==> src/dtps_ram.sv <==
// Generic simple dual-port RAM: one write port, one read port, registered read.
// No dependencies.
`default_nettype none

module dtps_ram #(
  parameter int unsigned WIDTH = 8,
  parameter int unsigned DEPTH = 16
) (
  input  logic                     clk,
  input  logic                     we,
  input  logic [$clog2(DEPTH)-1:0] waddr,
  input  logic [WIDTH-1:0]         wdata,
  input  logic [$clog2(DEPTH)-1:0] raddr,
  output logic [WIDTH-1:0]         rdata
);

  logic [WIDTH-1:0] mem [DEPTH];

  always_ff @(posedge clk) begin
    if (we) begin
      mem[waddr] <= wdata;
    end
    rdata <= mem[raddr];
  end

endmodule

`default_nettype wire

==> config.mk <==
export PLATFORM = sky130hd
export DESIGN_NAME = dtps_ram
export DESIGN_NICKNAME = d
export VERILOG_FILES = /design/src/dtps_ram.sv
export SDC_FILE = /design/constraint.sdc
export NUM_CORES = 1
export LEC_CHECK = 0
export BUFFER_PORTS_ARGS = -buffer_cell sky130_fd_sc_hd__buf_4
export CAP_MARGIN = 25
export CORE_MARGIN = 4
export CORE_UTILIZATION = 50
export DETAILED_ROUTE_END_ITERATION = 7
export GPL_ROUTABILITY_DRIVEN = 0
export PLACE_DENSITY = 0.7
export SYNTH_ARGS = -nofsm -noshare
export SYNTH_HDL_FRONTEND = slang
export SYNTH_SLANG_ARGS = --single-unit
==> constraint.sdc <==
create_clock -name clk -period 1.9 [get_ports clk]
set_input_delay 0 -clock clk [delete_from_list [all_inputs] [get_ports clk]]
set_output_delay 0 -clock clk [all_outputs]
set_load 0.005 [all_outputs]
==> After elaboration in Yosys (flattened, before gate mapping) <==
Memories as Yosys holds them, arrays and structs flattened. A register that Yosys moved wholly into a read port is not among the register bits.
Cells that the tools add are included.
{ "word_totals": {"wordCells": 3, "register_bits": 0, "in_bits": 18, "memories": 1, "ram_bits": 128, "output_inout_bits": 8} }
{ "op_classes": {"n_mux": 2} }
{ "mem_list": {"columns": ["name", "words", "word_bits", "read_ports", "rd_ports_with_merged_regs", "wr", "line_no", "rtl"], "rows": [
  ["mem", 16, 8, 1, 1, 1, "17", "logic [WIDTH-1:0] mem [DEPTH];"]
]} }
{ "ops": {"columns": ["op", "count"], "rows": [
  ["1-bit two-way mux", 2]
]} }

==> Longest topological paths before layout <==
{ "depth": {"ltp_word": 2, "ltp_mapped": 5} }

==> Least setup slack after synthesis <==
OpenSTA, ideal clock, no wires.
{ "synth_timing": {"kind": "input port to flip-flop", "startpoint": "in waddr[2]", "endpoint": "mem mem[0][0], enable pin", "arrival_ns": 1.110, "path_stages": 2, "slack_ns": 0.407, "path_buffers": 0, "cell_sequence": "or3b_2 > nor3_1"} }
{ "synth_rtl": {"columns": ["item", "line_no", "rtl"], "rows": [
  ["from (decl)", "11", "input logic [$clog2(DEPTH)-1:0] waddr,"],
  ["to (decl)", "17", null]
]} }
Straight into the memory's write port.

==> Final worst setup path <==
{ "layout_timing": {"startpoint": "in waddr[0]", "endpoint": "mem mem[8][3], enable pin"} }
Straight into the memory's write port.

==> metrics.yaml <==
ant_nets: 0
die_h_microns: 109
hold_buffers: 10
synth_seq_cells: 136
syn_nets: 247
core_sq_um: 9910
drt_iter0_drc: 202
crit_fanout: 8
criticalPathCategory: "in2reg"
final_cell_mix: "edfxtp_1 (128), buf_4 (42), mux4_2 (18)"
cts_tree: "done"
final_common_cell: "edfxtp_1"
reg2reg_to: "rdata[2]"
setup_violations: 0
hp-start: "waddr[1]"
ctsResizeCount: 0
fin_crit_sh_pct: 73.5
dr.pass1.iters: 4
max_stage_delay_ps: 570
viasPerCell: 5.56
final_core_util_pct: 63.2
initial_core_util_pct: 51.9
cap_violations: 0
leakagePower_nw: 2.14
hold_path_depth: 3
root_buffer: "clkbuf_8"
hold-worst-slack_ps: 32.6
timing.final.ws_setup_ps: 503
synthCells: 229
clock_latency_ps: 500
via_count: 2430
place_area_sq_um: 5560
cts.htree.levels: 4
grtUsageTotal_pct: 17.6
grt_pass1_vias: 2546
cp_cell_sequence: "dlygate4sd3_1 > buf_4 > nor3_1 > dlygate4sd3_1 > buf_4"
clk_pin_slew_worst_paths_ps: 60
area_delta_synth_final_pct: 21.7
rsz0062_at_grt: "false"
antenna_found_initial: 0
yosysTopAreaCell: "edfxtp_1"
slew_viol_final: 0
routed_wl_mm: 9.42
outcome: "finished, final reports clean"
grt_start_max_net_pins: 33
seq_area_frac_synth_pct: 77.8
worst_slew_pin_slew_ps: 742
synth.area.top_cells: "edfxtp_1 (75%), mux4_2 (7.9%), mux4_1 (7.1%), dfxtp_1 (3.1%), a22oi_1 (2.3%)"
place_ws_ps: 384
hp-class: "in2reg"
relSlewSlack_pct: 50.4
clkSinkCount: 136
route.detailed.drc: 0
end_kind: "flop"
yosysTopAreaCellShare_pct: 74.7
syn_avg_cell_area_sq_um: 22.5
layout.nets: 309
drive_above_1_share_pct: 29.6
hpwl_mm: 5.98
io_pins: 26
ff2ff_path_depth: 3
port_buffers: 25
final_cell_area_sq_um: 6270
timing.rr.start: "mem[5][2]"
ir_drop_mv: 0.658
min_to: "mem[4][1]"
cts_buffers: 17
yosys_warnings: 0
crit_arrival_ps: 1600
synth_area_sq_um: 5150
start_kind: "input port"
grt.overflow.total: 0
ys_types: 19
fp-row-count: 36
avgRoutedWirePerCell_microns: 21.6
cts.path.max_buffers: 2
dieArea_sq_um: 12000
ff2ff_setup_slack_ps: 560
period_needed_ps: 1400
cpMaxStageDelayCell: "dlygate4sd3_1"
fmax_mhz: 716
die_x_microns: 109
grt_pass1_wl_mm: 14.6
p_per_area_nw_per_um2: 1120
required_ps: 2100
skew_ps: 6.27
post-cts-setup-buffers: 0
final_hold_viol_count: 0
tns_ps: 0
num_antenna_cells: 0
==> layout make-up <==
class | instances | area (sq um)
Timing Repair Buffer | 53 | 435
Sequential cell | 136 | 4000
Tap cell | 133 | 166
Multi-Input combinational cell | 83 | 1060
Fill cell | 666 | 3640
Clock buffer | 21 | 429
Clock inverter | 11 | 174
==> synth_stat cells, drive strengths merged <==
| master | number |
|---|---|
| nor3 | 4 |
| clkdlybuf4s25 | 3 |
| nand3b | 2 |
| nand3 | 1 |
| nor2 | 13 |
| nand2b | 2 |
| or3b | 1 |
| buf | 7 |
| and2 | 1 |
| mux4 | 32 |
| edfxtp | 128 |
| and2b | 1 |
| nand2 | 9 |
| a22oi | 16 |
| nor2b | 1 |
| dfxtp | 8 |
==> stage by stage <==
stage,power [mW],cells
after floorplan,3.60,229
after global placement,3.75,395
after detailed placement,3.76,395
after CTS,7.05,437
after global routing,7.23,437
final,7.00,437
==> logic make-up after synthesis <==
group | synth area share, %
compound gates | 2.33
buf+inv | 1.68
flops | 77.8
mux | 15.0
simple gates | 3.18
==> layer usage <==
layer,vias to the layer above,track usage [%],part of all wire [%]
met4,0,6.14,0.69
met5,-,0,0
met1,1248,24.6,42
met3,5,4.11,6.2
li1,1095,-,-
met2,82,27.4,52
==> power by group <==
group | leakage, nW | internal [mW] | switching, mW
Clock | 0.283 | 2.14 | 1.15
Sequential | 1.22 | 3.35 | 0.0228
Combinational | 0.636 | 0.164 | 0.167
Total | 2.14 | 5.66 | 1.34
==> how the worst max path moves through the flow <==
stage                end  cells after the start  startpoint  slack [ps]
6_report       mem[8][3]                      5    waddr[0]         500
5_1_grt         rdata[2]                      3   mem[6][2]         490
4_1_cts         rdata[2]                      3   mem[5][2]         510
3_5_place_dp    rdata[7]                      5    raddr[0]         380
3_3_place_gp    rdata[7]                      5    raddr[0]         400
2_1_floorplan  mem[0][0]                      2    waddr[2]         410
==> worst max-delay path, delay by kind of cell <==
kind,cells,cell delay (ps)
buffers and inverters,4,1440
AND/OR/NAND/NOR,1,150
==> flip-flops by register name (all words and copies together), names as in the netlist <==
register and flops:
rdata 8, mem 128
No activity file was read; power rests on OpenSTA's default activity.
