## config.mk

```make
export PLATFORM = sky130hd
export DESIGN_NAME = dtps_div
export DESIGN_NICKNAME = d
export VERILOG_FILES = /design/src/dtps_pkg.sv /design/src/dtps_div.sv
export SDC_FILE = /design/constraint.sdc
export NUM_CORES = 1
export LEC_CHECK = 0
export BUFFER_PORTS_ARGS = -buffer_cell sky130_fd_sc_hd__buf_2
export CORE_ASPECT_RATIO = 0.9
export CORE_MARGIN = 2
export CORE_UTILIZATION = 30
export DETAILED_ROUTE_END_ITERATION = 12
export GPL_ROUTABILITY_DRIVEN = 1
export GPL_TIMING_DRIVEN = 0
export HOLD_SLACK_MARGIN = 0.06
export MAX_ROUTING_LAYER = met4
export PLACE_DENSITY = 0.57
export SLEW_MARGIN = 20
export SYNTH_ARGS = -nofsm -noshare
export SYNTH_HDL_FRONTEND = slang
export SYNTH_SLANG_ARGS = --single-unit
```

## constraint.sdc

```tcl
create_clock -name clk -period 3.54 [get_ports clk]
set_input_delay 0.708 -clock clk [delete_from_list [all_inputs] [get_ports clk]]
set_output_delay 0.708 -clock clk [all_outputs]
set_load 0.02 [all_outputs]
```

## src/dtps_pkg.sv

```systemverilog
// Package for the two-tap delay-line pitch shifter.
// Widths, payload types and register indexes shared by the files in src but dtps_ram.
// No dependencies.
`default_nettype none

package dtps_pkg;

  localparam int unsigned SAMPLE_W   = 24;
  localparam int unsigned FRAC_W     = 16;
  localparam int unsigned XF_W       = FRAC_W;
  localparam int unsigned MAX_DELAY  = 4096;
  localparam int unsigned ADDR_W     = $clog2(MAX_DELAY);
  localparam int unsigned LEN_W      = ADDR_W + 1;
  localparam int unsigned POS_W      = ADDR_W + FRAC_W;
  localparam int unsigned RAMP_W     = POS_W + 1;
  localparam int unsigned PITCH_W    = 19;
  localparam int unsigned WEIGHT_W   = XF_W + 1;
  localparam int unsigned QUO_W      = XF_W + 2;
  localparam int unsigned CFG_IDX_W  = 1;
  localparam int unsigned CFG_DATA_W = PITCH_W;
  localparam int unsigned XF_ONE     = 1 << XF_W;

  typedef logic signed [SAMPLE_W-1:0] sample_t;
  typedef logic [ADDR_W-1:0]          addr_t;
  typedef logic [LEN_W-1:0]           len_t;
  typedef logic [POS_W-1:0]           pos_t;
  typedef logic [RAMP_W-1:0]          ramp_t;
  typedef logic signed [PITCH_W-1:0]  pitch_t;
  typedef logic [WEIGHT_W-1:0]        weight_t;
  typedef logic [QUO_W-1:0]           quo_t;

  typedef enum logic [CFG_IDX_W-1:0] {
    CFG_DELAY_LENGTH = 1'b0,
    CFG_PITCH_SHIFT  = 1'b1
  } cfg_idx_t;

  localparam len_t    MIN_LEN    = LEN_W'(4);
  localparam len_t    MAX_LEN    = LEN_W'(MAX_DELAY);
  localparam sample_t SAMPLE_MAX = sample_t'((1 << (SAMPLE_W - 1)) - 1);
  localparam sample_t SAMPLE_MIN = sample_t'(-(1 << (SAMPLE_W - 1)));

endpackage

`default_nettype wire

```

## src/dtps_div.sv

```systemverilog
// Restoring divider for the crossfade: quotient floor(2 * distance / length),
// one quotient bit per cycle. Depends on dtps_pkg.
`default_nettype none

module dtps_div (
  input  logic            clk,
  input  logic            rst_n,
  input  logic            start,
  input  dtps_pkg::ramp_t dividend,
  input  dtps_pkg::len_t  divisor,
  output logic            busy_r,
  output dtps_pkg::quo_t  quo_r
);

  localparam int unsigned CNT_W = $clog2(dtps_pkg::QUO_W);

  logic [CNT_W-1:0]              cnt_r;
  logic [dtps_pkg::LEN_W-1:0]    rem_r;
  logic [dtps_pkg::LEN_W:0]      trial;
  logic                          take;

  assign trial = {rem_r, quo_r[dtps_pkg::QUO_W-1]};
  assign take  = trial >= {1'b0, divisor};

  always_ff @(posedge clk) begin
    if (!rst_n) begin
      busy_r <= 1'b0;
      cnt_r  <= '0;
    end else if (start) begin
      busy_r <= 1'b1;
      cnt_r  <= '0;
    end else if (busy_r) begin
      cnt_r <= cnt_r + CNT_W'(1);
      if (cnt_r == CNT_W'(dtps_pkg::QUO_W - 1)) begin
        busy_r <= 1'b0;
      end
    end
  end

  always_ff @(posedge clk) begin
    if (start) begin
      rem_r <= dtps_pkg::LEN_W'(dividend[dtps_pkg::RAMP_W-1:dtps_pkg::QUO_W-1]);
      quo_r <= {dividend[dtps_pkg::QUO_W-2:0], 1'b0};
    end else if (busy_r) begin
      rem_r <= take ? dtps_pkg::LEN_W'(trial - {1'b0, divisor})
                    : dtps_pkg::LEN_W'(trial);
      quo_r <= {quo_r[dtps_pkg::QUO_W-2:0], take};
    end
  end

endmodule

`default_nettype wire

```

* After elaboration in Yosys (flattened, before gate mapping)
Index checks and enable logic that the tools add are counted.
Storage, ports and cells: bits in registers 37, bits of input ports 45, output and inout bits 19, word-level logic and storage cells 21
Operators by class: $add $sub $neg 2, $lt $le $gt $ge 1, equal/unequal tests 1, mux-type cells 8, bitwise logic cells 1, reductions and logical operators 2
Operator list (count):
- $mux 18 | 2
- $mux 12 | 2
- $ge 14x13->1 | 1
- $mux 13 | 1
- $sub 13x13->13 | 1
- $add 5x1->5 const B | 1
- $eq 5x5->1 const B | 1
- $mux 1 | 3
- $reduce_bool 2->1 | 1
- $reduce_or 2->1 | 1
- $not 1->1 | 1

* Logic depth before layout (Yosys ltp)
word-level depth 4, gate-level depth with buffers 11, gate-level depth less buffers 10

* Least setup slack after synthesis
OpenSTA, ideal clock, no wires.
kind input-to-reg, start in divisor[2], end reg rem_r[8] (netlist name), data pin, setup time 0.260 ns, arrival 2.994 ns, data required time 3.280 ns, slack 0.286 ns, cell stages on the path 9, path buffers 0, path through inv_1 -> ha_1 -> nor2b_1 -> o221a_1 -> o211a_1 -> o2111a_1 -> a2111oi_4 -> mux2_1 -> mux2_2
On the way: longest elaborated chain between the ends 4, elaborated cells between the ends (all ways) 5
Ends and longest elaborated chain:
- start: declaration | line dtps_div.sv:10 | input dtps_pkg::len_t divisor,
- $sub 13x13->13 or $ge 14x13->1 (tied branches) | line dtps_div.sv:45, dtps_div.sv:23
- $mux 13 * | line dtps_div.sv:45 | rem_r <= take ? dtps_pkg::LEN_W'(trial - {1'b0, divisor})
- $mux 12 * | line dtps_div.sv:44 | end else if (busy_r) begin
- $mux 12 * | line dtps_div.sv:41 | if (start) begin
- end signal: assignment | line dtps_div.sv:42 | rem_r <= dtps_pkg::LEN_W'(dividend[dtps_pkg::RAMP_W-1:dtps_pkg::QUO_W-1]);
- end signal: assignment | line dtps_div.sv:45
- end: declaration | line dtps_div.sv:18 | logic [dtps_pkg::LEN_W-1:0] rem_r;
Every way passes the cells marked *; elsewhere a longest branch is shown, timed or not. The select of a mux whose other input is x is not followed. A chain may end at the register's enable or synchronous reset.

* Worst setup path in the final report
Same ends and word-level chain as after synthesis.

==> metrics.txt <==
most used standard cell by instance count after synthesis sky130_fd_sc_hd__edfxtp_1; net count after synthesis 292; Sinks on Clock Net 37; average wire length per cell after detail routing 14.6 um; cell type with the largest total area after synthesis sky130_fd_sc_hd__edfxtp_1; buffer type at the clock tree root sky130_fd_sc_hd__clkbuf_8; first-pass iteration count of the detailed router 4; layout cells sized above 1 0.258; final max-slew violation count 0; depth of the worst hold-timing path 2; vias in the first global route 1923; maximum fanout along the worst path 6; number of failing setup endpoints in the final timing report 0; fmax 304 MHz; horizontal die dimension 97.4 um; total clock buffers created by CTS 5; estimated wirelength of the detail-placed design 4290 um; most area-consuming cells after synthesis sky130_fd_sc_hd__edfxtp_1, sky130_fd_sc_hd__ha_1, sky130_fd_sc_hd__dfxtp_1; count of mapped cells out of synthesis about 230; pin count of the biggest net entering global routing 30; number of distinct library cell variants in the gate-level netlist after synthesis 48; area share of the largest cell type after synthesis 0.369; crit end category register; count of state elements after synthesis 37; terminating pin of the worst hold path rem_r[12]; Synth-to-Final Area Change 23.1%; number of nets in the layout around 360; site row count 30; Least-Margin Pin Slew 640 ps; maximum clock insertion buffer count 2; initial core utilization 0.311; number of gates resized after cts 0; Post-CTS Setup Repair Bufs 0; overall power of the completed layout 1.57 mW; number of enable flip-flop cells after synthesis 29; Yosys warning count 0; antenna violations before repair 0; H-Tree Depth 2; type of element launching the critical path input port; r2r worst-path depth 8; total overflow reported by the global router 0; quantity of hold-fixing buffers added after cts 0; CORE AREA 7580 um^2; starting DRC count in detailed routing 77; final worst-path cycle share 0.928; netlist area before placement 2360 um^2; worst reg2reg path startpoint rem_r[1]; clock latency at the later pin of the worst-skew pair 290 ps; FFs w/ async S/R, synth 0; register clock-pin slew on the reported worst setup and hold paths 80 ps; most used standard cells in the synthesized netlist sky130_fd_sc_hd__edfxtp_1, sky130_fd_sc_hd__inv_1, sky130_fd_sc_hd__nor2_1; global-route wire length before repair between 9000 and 10000 um; final critical path time including I/O delays and setup 3290 ps; R2R setup slack 380 ps; Hold Path Origin rem_r[11]; status completed; cell area power density 540 nW/um^2; I/O Pins 64; crit path setup slack, layout between 200 and 300 ps; IR drop worst, VDD roughly 0.16 mV; dpl ws -51.0 ps; routed vias ~2.0k; worst hold path class reg -> reg; number of routed nets with antenna violations 0; average cell area after synthesis 10.2 um^2; Tot GR Track Use 0.144; required arrival time at the worst endpoint 3580 ps; max cap viols 0; post-DR vias/cell 4.95; Post-Route Skew 8.34 ps; antenna fix cells 0; most instantiated flip-flop cell in the synthesis netlist sky130_fd_sc_hd__edfxtp_1; number of hold violations in the final report 0; capturing point of the worst reg2reg path rem_r[8]; TritonCTS clock tree done; post-layout utilization of the core 0.383; Total Die Area 8580 um^2; WL final 5820 um; Die Y about 88 um; tightest slew margin relative to the limit 0.573; part of the Yosys area used for sequential elements 0.437; GPL Wtd Cong 0.854; Leakage 1.28 nW; remaining design rule violation count 0; setup repair after global routing missed its margin no; number of input and output port buffers inserted 63; crit path kind in -> reg; critical path data arrival time 3330 ps
==> metal layers <==
metal | wire, um | up-vias | GRT usage | part of all wire
met1 | 2970 | 915 | 0.200 | 0.51
met4 | 61 | 0 | 0.0417 | 0.010
met3 | 297 | 7 | 0.0327 | 0.051
met5 | 0 | - | - | 0
li1 | - | 998 | - | -
met2 | 2490 | 50 | 0.212 | 0.43
==> worst max-delay path, stage by stage <==
cell,delay [ps]
sky130_fd_sc_hd__buf_2,80
sky130_fd_sc_hd__inv_1,40
sky130_fd_sc_hd__ha_1,360
sky130_fd_sc_hd__nor2b_1,170
sky130_fd_sc_hd__o221a_1,270
sky130_fd_sc_hd__o211a_1,230
sky130_fd_sc_hd__o2111a_1,280
sky130_fd_sc_hd__a2111oi_4,540
sky130_fd_sc_hd__mux2_1,390
sky130_fd_sc_hd__mux2_2,260
==> area by class of cell <==
class	count	area [um^2]
Buffer	12	53.8
Sequential cell	37	1030
Fill cell	808	4680
Multi-Input combinational cell	164	1200
Tap cell	96	120
Timing Repair Buffer	63	315
Clock buffer	5	68.8
Clock inverter	3	41.3
Inverter	18	67.6
==> flip-flops by register name (all words and copies together), names as in the netlist <==
signal and count:
busy_r 1, cnt_r 5, quo_r 18, rem_r 13
==> logic make-up (layout without fill, tap and decap cells) <==
group	Yosys count	count (layout)	share of synthesized area
buf+inv	30	101	0.0515
compound gates	61	61	0.203
flops	37	37	0.437
fa+ha+maj	16	16	0.0881
simple gates	69	69	0.148
xor+xnor	12	12	0.0446
mux	6	6	0.0276
==> stage by stage <==
step                cells  hold WS, ps  cell area [um^2]  setup TNS (ps)
floorplan             231          479              2360               0
CTS                   398          530              2900               0
detailed placement    390          506              2790           -51.0
finish                398          525              2900               0
global placement      390          497              2790           -80.3
global route          398          555              2900               0
==> cells in the final DEF, fill, tap and decap left out, types with 5 or more instances in the layout <==
cell	instances
sky130_fd_sc_hd__nor2_1	17
sky130_fd_sc_hd__buf_2	64
sky130_fd_sc_hd__nor2b_1	8
sky130_fd_sc_hd__a22o_1	15
sky130_fd_sc_hd__clkbuf_1	8
sky130_fd_sc_hd__a21oi_1	12
sky130_fd_sc_hd__nand2_1	15
sky130_fd_sc_hd__inv_1	17
sky130_fd_sc_hd__nor3_1	6
sky130_fd_sc_hd__clkbuf_8	5
sky130_fd_sc_hd__o311ai_0	5
sky130_fd_sc_hd__xor2_1	9
sky130_fd_sc_hd__dfxtp_1	8
sky130_fd_sc_hd__o21ai_0	5
sky130_fd_sc_hd__ha_1	15
sky130_fd_sc_hd__nand3b_1	6
sky130_fd_sc_hd__a21o_1	5
sky130_fd_sc_hd__edfxtp_1	29
==> how the worst max path moves through the flow <==
stage                          start       end  slack (ps)  cells past startpoint
after floorplan           divisor[2]  rem_r[8]         290                      9
after global placement    divisor[2]  rem_r[8]         -70                     10
after detailed placement  divisor[2]  rem_r[8]         -50                     10
after CTS                 divisor[2]  rem_r[8]         250                     10
after global routing      divisor[2]  rem_r[8]         100                     10
final                     divisor[2]  rem_r[8]         250                     10
==> where the power goes <==
group,switching [mW],total (mW),internal (mW)
clock network,0.159,0.367,0.207
registers,0.0371,0.587,0.550
logic,0.347,0.614,0.266
total,0.544,1.57,1.02
(Power assumes the default switching activity.)
