===== src/dtps_pkg.sv =====
// Package for the two-tap delay-line pitch shifter.
// Widths, payload types and register indexes shared by the files in src but dtps_ram.
// No dependencies.
`default_nettype none

package dtps_pkg;

  localparam int unsigned SAMPLE_W   = 24;
  localparam int unsigned FRAC_W     = 16;
  localparam int unsigned XF_W       = FRAC_W;
  localparam int unsigned MAX_DELAY  = 4096;
  localparam int unsigned ADDR_W     = $clog2(MAX_DELAY);
  localparam int unsigned LEN_W      = ADDR_W + 1;
  localparam int unsigned POS_W      = ADDR_W + FRAC_W;
  localparam int unsigned RAMP_W     = POS_W + 1;
  localparam int unsigned PITCH_W    = 19;
  localparam int unsigned WEIGHT_W   = XF_W + 1;
  localparam int unsigned QUO_W      = XF_W + 2;
  localparam int unsigned CFG_IDX_W  = 1;
  localparam int unsigned CFG_DATA_W = PITCH_W;
  localparam int unsigned XF_ONE     = 1 << XF_W;

  typedef logic signed [SAMPLE_W-1:0] sample_t;
  typedef logic [ADDR_W-1:0]          addr_t;
  typedef logic [LEN_W-1:0]           len_t;
  typedef logic [POS_W-1:0]           pos_t;
  typedef logic [RAMP_W-1:0]          ramp_t;
  typedef logic signed [PITCH_W-1:0]  pitch_t;
  typedef logic [WEIGHT_W-1:0]        weight_t;
  typedef logic [QUO_W-1:0]           quo_t;

  typedef enum logic [CFG_IDX_W-1:0] {
    CFG_DELAY_LENGTH = 1'b0,
    CFG_PITCH_SHIFT  = 1'b1
  } cfg_idx_t;

  localparam len_t    MIN_LEN    = LEN_W'(4);
  localparam len_t    MAX_LEN    = LEN_W'(MAX_DELAY);
  localparam sample_t SAMPLE_MAX = sample_t'((1 << (SAMPLE_W - 1)) - 1);
  localparam sample_t SAMPLE_MIN = sample_t'(-(1 << (SAMPLE_W - 1)));

endpackage

`default_nettype wire


===== src/dtps_lerp.sv =====
// Shared two-stage interpolator: a + floor(w * (b - a) / 2^FRAC_W), saturated.
// One multiplier, registered product, registered result. Depends on dtps_pkg.
`default_nettype none

module dtps_lerp (
  input  logic              clk,
  input  dtps_pkg::sample_t a,
  input  dtps_pkg::sample_t b,
  input  dtps_pkg::weight_t w,
  output dtps_pkg::sample_t q_r
);

  localparam int unsigned DIFF_W = dtps_pkg::SAMPLE_W + 1;
  localparam int unsigned PROD_W = DIFF_W + dtps_pkg::WEIGHT_W + 1;
  localparam int unsigned SUM_W  = dtps_pkg::SAMPLE_W + 4;

  logic signed [DIFF_W-1:0] diff;
  logic signed [PROD_W-1:0] prod_r;
  dtps_pkg::sample_t        a_r;
  logic signed [SUM_W-1:0]  sum;

  assign diff = DIFF_W'(b) - DIFF_W'(a);
  assign sum  = SUM_W'(a_r) + SUM_W'(prod_r >>> dtps_pkg::FRAC_W);

  always_ff @(posedge clk) begin
    prod_r <= diff * $signed({1'b0, w});
    a_r    <= a;
    if (sum > SUM_W'(dtps_pkg::SAMPLE_MAX)) begin
      q_r <= dtps_pkg::SAMPLE_MAX;
    end else if (sum < SUM_W'(dtps_pkg::SAMPLE_MIN)) begin
      q_r <= dtps_pkg::SAMPLE_MIN;
    end else begin
      q_r <= dtps_pkg::sample_t'(sum);
    end
  end

endmodule

`default_nettype wire


===== config.mk =====
export PLATFORM = sky130hd
export DESIGN_NAME = dtps_lerp
export DESIGN_NICKNAME = d
export VERILOG_FILES = /design/src/dtps_pkg.sv /design/src/dtps_lerp.sv
export SDC_FILE = /design/constraint.sdc
export NUM_CORES = 1
export LEC_CHECK = 0
export BUFFER_PORTS_ARGS = -buffer_cell sky130_fd_sc_hd__buf_2
export CAP_MARGIN = 5
export CORE_MARGIN = 1.5
export CORE_UTILIZATION = 40
export DETAILED_ROUTE_END_ITERATION = 6
export PLACE_DENSITY_LB_ADDON = 0.1
export SETUP_SLACK_MARGIN = 0.3
export SLEW_MARGIN = 20
export SYNTH_ARGS = -nofsm -noshare
export SYNTH_HDL_FRONTEND = slang
export SYNTH_SLANG_ARGS = --single-unit

===== constraint.sdc =====
create_clock -name clk -period 28 [get_ports clk]
set_input_delay 4.2 -clock clk [delete_from_list [all_inputs] [get_ports clk]]
set_output_delay 4.2 -clock clk [all_outputs]
set_load 0.05 [all_outputs]

After elaboration in Yosys (flattened, before gate mapping)

Index checks and enable logic that the tools add are counted.
Widths: inputs -> output; s select.

Flip-flop bits (word level): 91
Latch bits: 0
RAM bits: 0
Memory bits (read-only): 0
Bits of input ports: 66
Output and inout port bits: 24
Word-level logic and storage cells: 9
Memories: 0

Add/subtract/negate cells: 2
Multipliers: 1
Divide/modulo/power cells: 0
Order comparisons: 2
Equality and inequality tests: 0
Shift-type cells: 0
Muxes and demuxes: 1
Bitwise logic cells: 0
Reduce and logical (&&, ||, !) cells: 0

Operators with widths:

| kind                 | count |
|---|---|
| $mul 25x18->43       | 1 |
| $add 24x27->28       | 1 |
| $gt 28x24->1 const B | 1 |
| $lt 28x24->1 const B | 1 |
| $sub 24x24->25       | 1 |
| $mux 24              | 1 |

Longest topological paths before layout

Gate-level depths: netlist of the first run.

Depth in word-level cells: 3
Depth in mapped cells: 36
Mapped depth without buffers: 33

Worst setup path before layout of the first run

Ideal clock, no wire load.

Kind: in2reg
From: in a[7]
To: reg prod_r[42]
Data arrival time: 11901 ps
Path slack: 16036 ps
Stages on the path: 31
Path buffers: 2
Cells stage by stage: inv_1 -> ha_1 -> a21o_1 -> or3_1 -> o2111ai_1 -> o21a_2 -> a211oi_2 -> or3_1 -> a31oi_2 -> buf_2 -> o21ai_0 -> fa_1 -> inv_1 -> fa_1 -> fa_1 -> fa_1 -> fa_1 -> inv_1 -> fa_1 -> inv_1 -> ha_1 -> clkbuf_1 -> a21o_1 -> a21o_1 -> a21oi_1 -> o21ai_0 -> a21oi_2 -> a21oi_2 -> a311o_1 -> or4_1 -> nand3_1

Word-level cells in the longest chain between the ends: 2

Ends and longest elaborated chain:

| item                 | line            | source |
|---|---|---|
| start, declared      | dtps_lerp.sv:7  | `input dtps_pkg::sample_t a,` |
| $sub 24x24->25       | dtps_lerp.sv:22 | `assign diff = DIFF_W'(b) - DIFF_W'(a);` |
| $mul 25x18->43       | dtps_lerp.sv:26 | `prod_r <= diff * $signed({1'b0, w});` |
| end signal, assigned | dtps_lerp.sv:26 |  |
| end, declared        | dtps_lerp.sv:18 | `logic signed [PROD_W-1:0] prod_r;` |

Every way passes these cells.
A chain may end at the register's enable or synchronous reset.

Worst setup path in the final report of the first run

From: in a[2]
To: reg prod_r[42]

The elaborated chain is that of the path after synthesis.

==> flow_metrics.py, run 1 <==
metrics = {
    "outcome": {
        "status": "finished, final reports clean",
    },
    "grt": {
        "grt_usage_pct": 23.6,
        "antenna_found_initial": 2,
        "grtUsageMet1_pct": 29.5,
        "grt_overflow": 0,
        "grtUsageMet2_pct": 43.5,
        "grt_max_degree": 62,
        "grt.met3_usage_pct": 1.71,
        "grt_pass1_vias": 17300,
        "grt_pass1_wl_um": 97200,
        "busiest_layer": "met2",
    },
    "flow_run": {
        "cap_violations": 0,
    },
    "critical_path": {
        "timing.rr.end": "q_r[1]$_SDFF_PN1_",
        "critPathMostFrequentCell": "fa_1",
        "crit_path_end_kind": "register",
        "cp.required_ps": 28280,
        "endpoint": "prod_r[42]$_DFF_P_",
        "cpPeakStageDelay_ps": 840,
        "startpoint_type": "input port",
        "path_max_fanout": 35,
        "crit_type": "in2reg",
        "critical_path_arrival_ps": 13210,
        "reg2reg_slack_ps": 24410,
        "worstReg2RegStart": "a_r[0]$_DFF_P_",
        "crit_start": "a[2]",
        "worstRegToRegCells": 12,
        "crit_slowest_cell": "a21oi_2",
    },
    "place": {
        "gp_congestion": 0.841,
        "dp_hpwl_um": 47700,
        "io_buffers": 89,
    },
    "timing": {
        "fin_tns_setup_ps": 0,
        "finalCritPeriodShare_pct": 46.2,
        "grt_setup_unrepaired": "no",
        "fmax_ghz": 0.0773,
        "setup_viol": 0,
        "relSlewSlack_pct": 26.1,
        "hold_viol_final": 0,
        "finClkSkew_ps": 5.48,
        "worstMarginPinSlew_ps": 1110,
        "fin_crit_ps": 12930,
        "slew_viol_final": 0,
    },
    "synthesis": {
        "netlist_area_um2": 21000,
        "synthFlopType": "dfxtp_1",
        "yosys_warnings": 0,
        "synth_xor_area_share_pct": 3.01,
        "syn_nets": 3057,
        "synth_async_sr_flop_share_pct": 0,
        "avgSynthCellArea_um2": 8.66,
        "synth_edf_count": 0,
        "netlist_instances": 2423,
        "synth_fa_ha_area_share_pct": 48.8,
        "synth_area_leader_cell": "fa_1",
        "synth_compound_area_share_pct": 12.7,
        "synthSimpleGateAreaFrac_pct": 16.3,
        "synth_most_common_cell": "inv_1",
        "synthTopCellsByCount": "inv_1 (525), fa_1 (416), nand2_1 (247)",
        "ys_types": 80,
        "synth_top_family_by_area": "adder cells",
        "ys_ff_latch": 75,
        "post_synth_main_area_contributors": "fa_1 (40%), inv_1 (9.4%), ha_1 (9.1%), dfxtp_1 (7.2%), nand2_1 (4.4%)",
        "synthMuxAreaShare_pct": 0,
        "yosys.area.top_type_share_pct": 39.7,
        "synth_seq_area_share_pct": 7.16,
    },
    "clock_tree": {
        "cts_buffer_depth": 2,
        "cts_resized": 0,
        "cts.sinks": 75,
        "holdBufCountCts": 0,
        "numCtsBuffers": 9,
        "clk_transition_reported_paths_ps": 60,
        "cts_setup_buffers": 0,
        "cts_tree": "yes",
        "root_buffer": "clkbuf_16",
        "ctsHtreeMaxLevel": 3,
        "clkLatencyLatePin_ps": 330,
    },
    "floorplan": {
        "top_level_ports": 90,
        "rows": 83,
        "coreArea_um2": 51600,
        "start_util_pct": 40.6,
        "die-area_um2": 53800,
        "die_width_um": 232,
        "die_h_um": 232,
    },
    "routing": {
        "drt_first_pass_iters": 5,
        "vias": 16500,
        "wire_per_inst_um": 20.0,
        "drc": 0,
        "ant_nets": 0,
        "drtIter0Drc": 898,
        "viasPerCell": 5.31,
        "wirelength_um": 62000,
    },
    "cells_and_area": {
        "diodes": 0,
        "multi_input_area_um2": 17000,
        "synthToLayoutAreaGrowth_pct": 6.11,
        "nFillCells": 5209,
        "nets": 3051,
        "drive_gt1_share_pct": 7.64,
        "seq_area_um2": 1500,
    },
    "worst_hold_path": {
        "hp-class": "reg2reg",
    },
}
[placed cells by master, fill, tap and decap left out, types with 56 or more instances in the layout]
| cell type | n |
|---|---|
| and2_1 | 127 |
| inv_1 | 525 |
| nand2_1 | 247 |
| fa_1 | 416 |
| nand3_1 | 111 |
| a21oi_1 | 68 |
| ha_1 | 152 |
| dfxtp_1 | 75 |
| buf_2 | 89 |
| a21o_1 | 56 |
| o21ai_0 | 56 |
[final cells by class]
type	instances	share of cell area (%)
multi-input cells	1683	76.2
clock buffers	11	1.05
repair buffers	123	3.15
inverters	525	8.85
well taps	680	3.82
clock inverters	5	0.180
flip-flops and latches	75	6.74
[worst min path at each step]
stage / cells past startpoint / start / slack, ps / to
floorplan: 2 / a_r[0]$_DFF_P_ / 510 / q_r[0]$_SDFF_PN1_
detailed placement: 2 / prod_r[16]$_DFF_P_ / 590 / q_r[0]$_SDFF_PN1_
finish: 2 / prod_r[16]$_DFF_P_ / 590 / q_r[0]$_SDFF_PN1_
CTS: 2 / prod_r[16]$_DFF_P_ / 610 / q_r[0]$_SDFF_PN1_
global route: 2 / prod_r[16]$_DFF_P_ / 630 / q_r[0]$_SDFF_PN1_
global placement: 2 / prod_r[16]$_DFF_P_ / 590 / q_r[0]$_SDFF_PN1_
[state kept, by name, summed over array words and instances, names as in the netlist]
name and cells:
prod_r 27, q_r 24, a_r 24
[metal layers]
layer | routed length [um] | share of wire (%) | vias to the layer above
met4 | 1620 | 2.6 | 0
met3 | 1870 | 3.0 | 79
li1 | - | - | 7569
met2 | 32700 | 53 | 332
met5 | 0 | 0 | -
met1 | 25800 | 42 | 8484
[cells by family after synthesis]
family / count (synthesis)
AND/OR/NAND/NOR: 680
adder cells (fa/ha/maj): 568
AO/OA/AOI/OAI: 366
flip-flops: 75
buffers and inverters: 665
XOR/XNOR: 69
[per-stage QoR]
step | setup WS (ps) | instances | hold WS, ps | instance area [um2] | utilization (%)
floorplan | 16040 | 2423 | 513 | 21000 | -
global placement | 14870 | 3085 | 592 | 22000 | 42.6
detailed placement | 14770 | 3085 | 592 | 22000 | 42.6
CTS | 15100 | 3101 | 608 | 22300 | 43.1
global route | 14660 | 3102 | 634 | 22300 | 43.1
finish | 15070 | 3102 | 588 | 22300 | 43.1
[critical path, delay by kind of cell]
family | cells | cell delay, ps
and+or+nand+nor | 5 | 1150
adders and majority gates | 8 | 3730
AOI/OAI and AO/OA | 13 | 3540
buffers and inverters | 6 | 550
Power of run 1 is left out: the tool's default activity adds up to more than one toggle a clock period on the data nets, which glitch-free logic cannot reach.
==> run 2, diff against run 1 <==
- clock period: 28 -> 11.7 ns (I/O delays scaled with it)
==> flow_metrics.py, run 2 (same netlist as run 1, synthesis figures left out) <==
metrics = {
    "outcome": {
        "status": "finished, final reports clean",
    },
    "routing": {
        "viasPerCell": 5.25,
        "vias": 16300,
        "drt_first_pass_iters": 5,
        "wire_per_inst_um": 19.9,
        "wirelength_um": 61800,
        "drtIter0Drc": 886,
        "ant_nets": 0,
        "drc": 0,
    },
    "critical_path": {
        "path_max_fanout": 16,
        "crit_slowest_cell": "nor2_1",
        "crit_start": "a[1]",
        "timing.rr.end": "q_r[20]$_SDFF_PN1_",
        "cpPeakStageDelay_ps": 670,
        "worstRegToRegCells": 11,
        "startpoint_type": "input port",
        "crit_type": "in2reg",
        "critPathMostFrequentCell": "fa_1",
        "reg2reg_slack_ps": 8140,
        "crit_path_end_kind": "register",
        "endpoint": "prod_r[42]$_DFF_P_",
        "worstReg2RegStart": "prod_r[16]$_DFF_P_",
        "critical_path_arrival_ps": 10870,
        "cp.required_ps": 11990,
    },
    "cells_and_area": {
        "nets": 3058,
        "largest_reg_flops": 27,
        "multi_input_area_um2": 16900,
        "synthToLayoutAreaGrowth_pct": 6.57,
        "stdcell_area_um2": 22400,
        "reg_top3": "prod_r: 27 flops, a_r: 24 flops, q_r: 24 flops",
        "layout_common_cells": "inv_1 (525), fa_1 (416), nand2_1 (247)",
        "drive_gt1_share_pct": 7.99,
        "regMostFlops": "prod_r",
        "seq_area_um2": 1500,
        "final_util_pct": 43.3,
        "nFillCells": 5194,
        "final_common_cell": "inv_1",
    },
    "timing": {
        "fin_tns_setup_ps": 0,
        "relSlewSlack_pct": 32.5,
        "finalCritPeriodShare_pct": 90.4,
        "hold_viol_final": 0,
        "fin_crit_ps": 10580,
        "fmax_ghz": 0.0945,
        "finClkSkew_ps": 7.51,
        "hold_ws_ps": 585,
        "setup_viol": 0,
        "worstMarginPinSlew_ps": 1010,
        "grt_setup_unrepaired": "no",
        "slew_viol_final": 0,
    },
    "floorplan": {
        "rows": 83,
        "die_h_um": 232,
        "die-area_um2": 53800,
        "top_level_ports": 90,
        "die_width_um": 232,
        "coreArea_um2": 51600,
        "start_util_pct": 40.6,
    },
    "worst_hold_path": {
        "hp-class": "reg2reg",
    },
    "clock_tree": {
        "ctsHtreeMaxLevel": 3,
        "root_buffer": "clkbuf_16",
        "cts_setup_buffers": 0,
        "cts.sinks": 75,
        "clkLatencyLatePin_ps": 350,
        "cts_buffer_depth": 2,
        "cts_resized": 0,
        "clk_transition_reported_paths_ps": 60,
        "numCtsBuffers": 9,
        "holdBufCountCts": 0,
        "cts_tree": "yes",
    },
    "grt": {
        "grt_overflow": 0,
        "grt_usage_pct": 23.8,
        "grt_pass1_vias": 17300,
        "grt_max_degree": 60,
        "grt_pass1_wl_um": 97400,
        "antenna_found_initial": 0,
    },
    "place": {
        "post_dp_cell_area_um2": 22000,
        "dp_hpwl_um": 48500,
        "gp_congestion": 0.845,
        "io_buffers": 89,
    },
    "flow_run": {
        "cap_violations": 0,
    },
}
## run 2: changes by cell type in the layout (fill, tap and decap cells not counted), moves of 2 or more
| cell | previous run | this run |
|---|---|---|
| xor2_1 | 22 | 24 |
| buf_4 | 34 | 41 |
| bufinv_16 | 0 | 2 |
| clkbuf_1 | 2 | 0 |
| xor2_2 | 2 | 0 |
## run 2: worst min path at each step
stage                       start           endpoint  slack (ps)  depth (start not counted)
6_report       prod_r[16]$_DFF_P_  q_r[0]$_SDFF_PN1_         580                          2
5_1_grt        prod_r[16]$_DFF_P_  q_r[0]$_SDFF_PN1_         630                          2
4_1_cts        prod_r[16]$_DFF_P_  q_r[0]$_SDFF_PN1_         610                          2
3_5_place_dp   prod_r[16]$_DFF_P_  q_r[0]$_SDFF_PN1_         590                          2
3_3_place_gp   prod_r[16]$_DFF_P_  q_r[0]$_SDFF_PN1_         580                          2
2_1_floorplan      a_r[0]$_DFF_P_  q_r[0]$_SDFF_PN1_         510                          2
## run 2: final cells by class
type | count | share of cell area (%)
Clock buffer | 10 | 1.07
Antenna cell | 1 | 0.0112
Inverter | 525 | 8.82
Timing Repair Buffer | 130 | 3.37
Multi-Input combinational cell | 1683 | 75.8
Tap cell | 680 | 3.81
Clock inverter | 6 | 0.397
Sequential cell | 75 | 6.72
## run 2: through the flow
stage          setup slack [ps]  instances
3_5_place_dp                780       3093
4_1_cts                    1130       3109
6_report                   1120       3110
2_1_floorplan              2180       2423
5_1_grt                     517       3109
3_3_place_gp                898       3093
## run 2: per-layer routing
metal / up-vias / track usage, % / wire length (um)
li1: 7597 / - / -
met1: 8259 / 29.0 / 24800
met2: 384 / 43.6 / 32300
met3: 99 / 2.20 / 2480
met4: 0 / 8.10 / 2220
met5: - / 0 / 0
## run 2: critical path: cells and delay by family
kind / cells / cell delay [ps]
buffers and inverters: 6 / 610
and+or+nand+nor: 7 / 1680
adders and majority gates: 8 / 3610
AOI/OAI and AO/OA: 11 / 3210
Power of run 2 is left out for the same reason.
